<file path="src/rtl/core/lek_pkg.sv">
// package: shared constants and types of the line editor with erase and kill
package lek_pkg;

  localparam int unsigned LineDepthDef = 32;
  localparam int unsigned CharW        = 8;
  localparam int unsigned CfgIdxW      = 8;

  localparam logic [CharW-1:0] NewlineCode = 8'd10;
  localparam logic [CharW-1:0] EraseReset  = 8'd35;
  localparam logic [CharW-1:0] KillReset   = 8'd64;

  localparam logic [CfgIdxW-1:0] CfgIdxErase = 8'd0;
  localparam logic [CfgIdxW-1:0] CfgIdxKill  = 8'd1;

  typedef enum logic [1:0] {
    StIdle,
    StRead,
    StEol
  } state_e;

endpackage

</file>
<file path="src/rtl/core/line_editor_erase_kill_core.sv">
// top level: line editor with erase and kill, line buffer held in a ram
// ordinary, erase and kill requests are accepted one per cycle while idle, with no results
// a newline reads the line out at one character per cycle while the receiver is ready,
// through the registered ram read, then the end-of-line item; input is held off
// reset clears fill count, overflow flag and state, loads erase 35 and kill 64;
// ram contents are undefined and only entries below the fill count are read
module line_editor_erase_kill_core
  import lek_pkg::*;
#(
  parameter int unsigned LINE_DEPTH = LineDepthDef
) (
  input  logic               clk_i,
  input  logic               rst_ni,
  input  logic               in_valid_i,
  output logic               in_ready_o,
  input  logic [CharW-1:0]   in_char_i,
  output logic               out_valid_o,
  input  logic               out_ready_i,
  output logic [CharW-1:0]   out_char_o,
  output logic               end_of_line_o,
  output logic               line_overflowed_o,
  output logic               last_of_run_o,
  input  logic               cfg_valid_i,
  output logic               cfg_ready_o,
  input  logic [CfgIdxW-1:0] cfg_index_i,
  input  logic [CharW-1:0]   cfg_data_i
);

  localparam int unsigned AddrW = (LINE_DEPTH > 1) ? $clog2(LINE_DEPTH) : 1;
  localparam int unsigned CntW  = $clog2(LINE_DEPTH + 1);
  localparam logic [CntW-1:0] DepthCnt = CntW'(LINE_DEPTH);

  state_e state_q, state_d;

  logic [CharW-1:0] erase_q, kill_q;
  logic [CntW-1:0]  fill_q, fill_d;
  logic             ovf_q, ovf_d;
  logic [CntW-1:0]  rd_idx_q, rd_idx_d;
  logic             rd_pend_q, rd_pend_d;

  logic             in_acc, out_acc;
  logic             is_nl, is_erase, is_kill;
  logic             ram_we, ram_re;
  logic             rd_more;
  logic [CharW-1:0] ram_rdata;

  assign cfg_ready_o = 1'b1;

  always_ff @(posedge clk_i or negedge rst_ni) begin
    if (!rst_ni) begin
      erase_q <= EraseReset;
      kill_q  <= KillReset;
    end else if (cfg_valid_i) begin
      if (cfg_index_i == CfgIdxErase) begin
        erase_q <= cfg_data_i;
      end else if (cfg_index_i == CfgIdxKill) begin
        kill_q <= cfg_data_i;
      end
    end
  end

  assign in_acc   = in_valid_i && in_ready_o;
  assign out_acc  = out_valid_o && out_ready_i;
  assign is_nl    = (in_char_i == NewlineCode);
  assign is_erase = !is_nl && (in_char_i == erase_q);
  assign is_kill  = !is_nl && !is_erase && (in_char_i == kill_q);
  assign rd_more  = (rd_idx_q < fill_q);

  // next state
  always_comb begin
    state_d = state_q;
    unique case (state_q)
      StIdle: begin
        if (in_acc && is_nl) begin
          state_d = StRead;
        end
      end
      StRead: begin
        if (!rd_more && (!rd_pend_q || out_ready_i)) begin
          state_d = StEol;
        end
      end
      StEol: begin
        if (out_ready_i) begin
          state_d = StIdle;
        end
      end
      default: state_d = StIdle;
    endcase
  end

  // outputs and ram control
  always_comb begin
    in_ready_o        = 1'b0;
    out_valid_o       = 1'b0;
    out_char_o        = ram_rdata;
    end_of_line_o     = 1'b0;
    line_overflowed_o = 1'b0;
    last_of_run_o     = 1'b0;
    ram_re            = 1'b0;
    unique case (state_q)
      StIdle: begin
        in_ready_o = 1'b1;
      end
      StRead: begin
        out_valid_o = rd_pend_q;
        ram_re      = rd_more && (!rd_pend_q || out_ready_i);
      end
      StEol: begin
        out_valid_o       = 1'b1;
        out_char_o        = NewlineCode;
        end_of_line_o     = 1'b1;
        line_overflowed_o = ovf_q;
        last_of_run_o     = 1'b1;
      end
      default: ;
    endcase
  end

  // line state update; writes happen only in idle, reads only in readout
  always_comb begin
    fill_d    = fill_q;
    ovf_d     = ovf_q;
    ram_we    = 1'b0;
    rd_idx_d  = rd_idx_q;
    rd_pend_d = rd_pend_q;
    if (in_acc) begin
      priority if (is_nl) begin
        rd_idx_d  = '0;
        rd_pend_d = 1'b0;
      end else if (is_erase) begin
        if (fill_q != '0) begin
          fill_d = fill_q - CntW'(1);
        end
      end else if (is_kill) begin
        fill_d = '0;
        ovf_d  = 1'b0;
      end else if (fill_q < DepthCnt) begin
        ram_we = 1'b1;
        fill_d = fill_q + CntW'(1);
      end else begin
        ovf_d = 1'b1;
      end
    end
    if (state_q == StRead) begin
      if (ram_re) begin
        rd_idx_d  = rd_idx_q + CntW'(1);
        rd_pend_d = 1'b1;
      end else if (out_ready_i) begin
        rd_pend_d = 1'b0;
      end
    end
    if (state_q == StEol && out_acc) begin
      fill_d = '0;
      ovf_d  = 1'b0;
    end
  end

  always_ff @(posedge clk_i or negedge rst_ni) begin
    if (!rst_ni) begin
      state_q   <= StIdle;
      fill_q    <= '0;
      ovf_q     <= 1'b0;
      rd_idx_q  <= '0;
      rd_pend_q <= 1'b0;
    end else begin
      state_q   <= state_d;
      fill_q    <= fill_d;
      ovf_q     <= ovf_d;
      rd_idx_q  <= rd_idx_d;
      rd_pend_q <= rd_pend_d;
    end
  end

  lek_ram #(
    .Width (CharW),
    .Depth (LINE_DEPTH)
  ) u_line_ram (
    .clk_i   (clk_i),
    .we_i    (ram_we),
    .waddr_i (fill_q[AddrW-1:0]),
    .wdata_i (in_char_i),
    .re_i    (ram_re),
    .raddr_i (rd_idx_q[AddrW-1:0]),
    .rdata_o (ram_rdata)
  );

endmodule

</file>
<file path="src/rtl/core/lek_ram.sv">
// generic simple dual-port ram with registered read
module lek_ram #(
  parameter int unsigned Width = 8,
  parameter int unsigned Depth = 32,
  localparam int unsigned AddrW = (Depth > 1) ? $clog2(Depth) : 1
) (
  input  logic             clk_i,
  input  logic             we_i,
  input  logic [AddrW-1:0] waddr_i,
  input  logic [Width-1:0] wdata_i,
  input  logic             re_i,
  input  logic [AddrW-1:0] raddr_i,
  output logic [Width-1:0] rdata_o
);

  logic [Width-1:0] mem_q [Depth];
  logic [Width-1:0] rdata_q;

  always_ff @(posedge clk_i) begin
    if (we_i) begin
      mem_q[waddr_i] <= wdata_i;
    end
  end

  always_ff @(posedge clk_i) begin
    if (re_i) begin
      rdata_q <= mem_q[raddr_i];
    end
  end

  assign rdata_o = rdata_q;

endmodule

</file>
<file path="config.mk">
export PLATFORM = sky130hd
export DESIGN_NAME = line_editor_erase_kill_core
export DESIGN_NICKNAME = d
export VERILOG_FILES = /design/src/rtl/core/lek_pkg.sv /design/src/rtl/core/line_editor_erase_kill_core.sv /design/src/rtl/core/lek_ram.sv
export SDC_FILE = /design/constraint.sdc
export NUM_CORES = 1
export LEC_CHECK = 0
export BUFFER_PORTS_ARGS = -buffer_cell sky130_fd_sc_hd__buf_2
export CAP_MARGIN = 10
export CORE_ASPECT_RATIO = 0.8
export CORE_MARGIN = 10
export CORE_UTILIZATION = 40
export DETAILED_ROUTE_END_ITERATION = 7
export GPL_TIMING_DRIVEN = 0
export SLEW_MARGIN = 10
export SYNTH_ARGS = -nofsm -noshare
export SYNTH_HDL_FRONTEND = slang
export SYNTH_SLANG_ARGS = --single-unit
</file>
<file path="constraint.sdc">
create_clock -name clk_i -period 2.5 [get_ports clk_i]
set_clock_uncertainty 0.05 [all_clocks]
set_input_delay 0.375 -clock clk_i [delete_from_list [all_inputs] [get_ports clk_i]]
set_output_delay 0.375 -clock clk_i [all_outputs]
set_load 0.005 [all_outputs]
</file>
==> reports/results.ini <==
[synth]
synth_top_area_share_pct = 64.60
yosysSeqAreaShare_pct = 71.17
synth.most_common_cell = edfxtp_1
synth_ff_type = edfxtp_1
yosysTopAreaCell = edfxtp_1
ys_ff_latch = 296
synth.area.top_cells = edfxtp_1 65%, mux4_2 15%, dfrtp_1 5.7%
ys_top_cells_by_count = 264 x edfxtp_1, 80 x mux4_2, 37 x nor2_1
syn-cell-area_um2 = 12270
synth_warnings = 0
synthCells = 633
syn_nets = 677
synth_cell_type_count = 53
synth_edf_count = 264
syn_area_per_cell_um2 = 19.39
synthArstFlopShare_pct = 10.81

[hold_path]
min_to = kill_q[1]$_DFFE_PN0P_
worstHoldPathType = primary input to flop
min_path_cells = 2
min-delay-start = cfg_data_i[1]

[worst_setup_path]
end_kind = flop
cp_cell_sequence = buf_12, buf_4, mux4_2, mux4_2, mux2_2
worstPathMaxFanout = 8
crit_top_cell = mux4_2
ff2ff_setup_slack_ns = 0.04
reg2regPathDepth = 5
cp_slowest_stage_delay_ns = 0.56
rr_startpoint = rd_idx_q[0]$_DFF_PN0_
arrival_ns = 2.71
crit_path_top_delay_cell = mux4_2
crit_path_start = rd_idx_q[0]$_DFF_PN0_
rr_endpoint = u_line_ram.rdata_o[1]$_DFFE_PN_
start_kind = flop
critPathKind = flop to flop
cp.required_ns = 2.75

[finish]
area_growth_pct = 18.37
drive_gt1_share_pct = 35.40
post-route-util_pct = 47.93
final_area_um2 = 14530
n_antenna_cell = 0
fin_cells = 1156
finalNetCount = 765

[sta]
tightest_slew_ns = 0.8510
period_needed_ns = 2.460
finalSetupViolCount = 0
hold_slack_ns = 0.02183
fmax_ghz = 0.4066
hold_viol = 0
slew_headroom_pct = 43.27
worst_slack_ns = 0.04044
final.period_utilization_pct = 98.38
finalMaxSlewViolations = 0
fin_setup_tns_ns = 0

[place]
post-place-ws_ns = -1.259
placed_cells = 1087
gp_congestion = 0.8065
dpl_cell_area_um2 = 13000
dp_hpwl_um = 18670
io_buffers = 41

[routing]
post_drt_wl_per_cell_um = 24.58
first_pass_iters = 5
drtIter0Drc = 574
postRouteAntennaNets = 0
wirelength_um = 28420
drc = 0
dr_total_vias = 6365
viasPerCell = 5.506

[outcome]
status = finished, final reports clean

[global_routing]
track_usage_pct = 14.84
grt_pass1_wl_um = 42370
grt_max_degree = 36
gr-total-overflow = 0
grt_pass1_vias = 6574
antenna_found_initial = 1

[flow_run]
maxCapViolCount = 0

[floorplan]
core_um2 = 30310
pin_count = 43
die_area_um2 = 38130
fp.dieW_um = 215.8
start_util_pct = 40.49
num_rows = 57
die_y_um = 176.7

[clock_tree]
clkSinkCount = 296
cts_buffer_depth = 3
htree_num_levels = 1
tritoncts = built
clk_pin_slew_worst_paths_ns = 0.06
cts_buffers = 29
clockRootBuffer = clkbuf_16
clock_latency_ns = 0.55

[pwr]
p_per_area_nw_per_um2 = 957.7
finalPower_mw = 13.91
power_leakage_nw = 4.838
irDropWorstVdd_v = 0.0005705

power by group:
| group | switching [mW] | internal [mW] | total [mW] | leakage, nW |
|---|---|---|---|---|
| clock network | 1.79 | 2.66 | 4.45 | 0.483 |
| logic | 1.88 | 1.89 | 3.77 | 1.58 |
| registers | 0.139 | 5.56 | 5.69 | 2.77 |
routing by layer:
layer	part of all wire (%)	vias to the layer above	GRT usage, %
met1	43	3316	20.48
met5	0	-	0
met4	1.8	0	3.133
met3	8.4	39	3.741
met2	46	256	23.40
li1	-	2754	-
cell families (layout without fill, tap and decap cells):
kind of cell / after synthesis / after routing / share of synthesized area (%)
adders and majority gates: 15 / 15 / 1.529
other: 1 / 1 / 0.03056
DFF: 296 / 296 / 71.17
muxes: 108 / 108 / 17.24
and+or+nand+nor: 119 / 119 / 4.833
buffers and inverters: 41 / 151 / 1.601
AOI/OAI and AO/OA: 32 / 32 / 2.100
xor gates and xnor gates: 21 / 21 / 1.499
worst max-delay path, delay by kind of cell, from the launching register on:
kind	cells	cell delay (ns)
DFF	1	0.48
buffers and inverters	2	0.30
muxes	3	1.38
sequential cells by signal (all words and copies together) (netlist names), 2 cells and up:
register	cells
erase_q	8
fill_q	6
kill_q	8
rd_idx_q	6
state_q	2
u_line_ram.mem_q	256
u_line_ram.rdata_o	8
how the worst max path moves through the flow:
stage / depth (start not counted) / end
floorplan: 9 / rd_idx_q[5]$_DFF_PN0_
global placement: 7 / u_line_ram.mem_q[0][4]$_DFFE_PP_
detailed placement: 7 / u_line_ram.mem_q[0][6]$_DFFE_PP_
CTS: 7 / u_line_ram.mem_q[9][6]$_DFFE_PP_
global route: 5 / u_line_ram.rdata_o[1]$_DFFE_PN_
finish: 5 / u_line_ram.rdata_o[1]$_DFFE_PN_
layout by cell type (no fill, tap or decap), types with 5 or more instances in the layout:
cell / instances
nor3_1: 9
clkbuf_8: 5
nand4_1: 5
nor2b_1: 9
buf_4: 22
xor2_1: 8
nor2_4: 24
clkbuf_4: 5
mux2_1: 18
nor2_1: 5
buf_12: 7
mux2_2: 7
nand3_1: 20
nor2_2: 8
dfrtp_1: 26
clkinv_2: 5
xnor2_1: 13
mux4_2: 80
ha_1: 15
clkbuf_1: 11
inv_1: 9
buf_2: 35
edfxtp_1: 264
nand2_1: 11
clkbuf_16: 29
cell type report:
cell class,instances,area [µm²]
plain buffers,26,225.2
clock buffers,39,803.3
clock inverters,14,173.9
fillers,2491,15780
inverters,11,46.29
multi-input cells,296,3597
flip-flops and latches,296,8736
well taps,413,516.7
repair buffers,61,427.9
repair_timing:
item / 4_1_cts / 5_1_grt
gates cloned: 0 / 0
endpoints found under the setup margin: 286 / 275
hold buffers: 3 / 0
pin swaps: 2 / 20
endpoints found under the hold margin: 30 / 0
gates resized for setup: 44 / 68
buffers inserted: 4 / 13
Power figures use the tool's default switching activity.
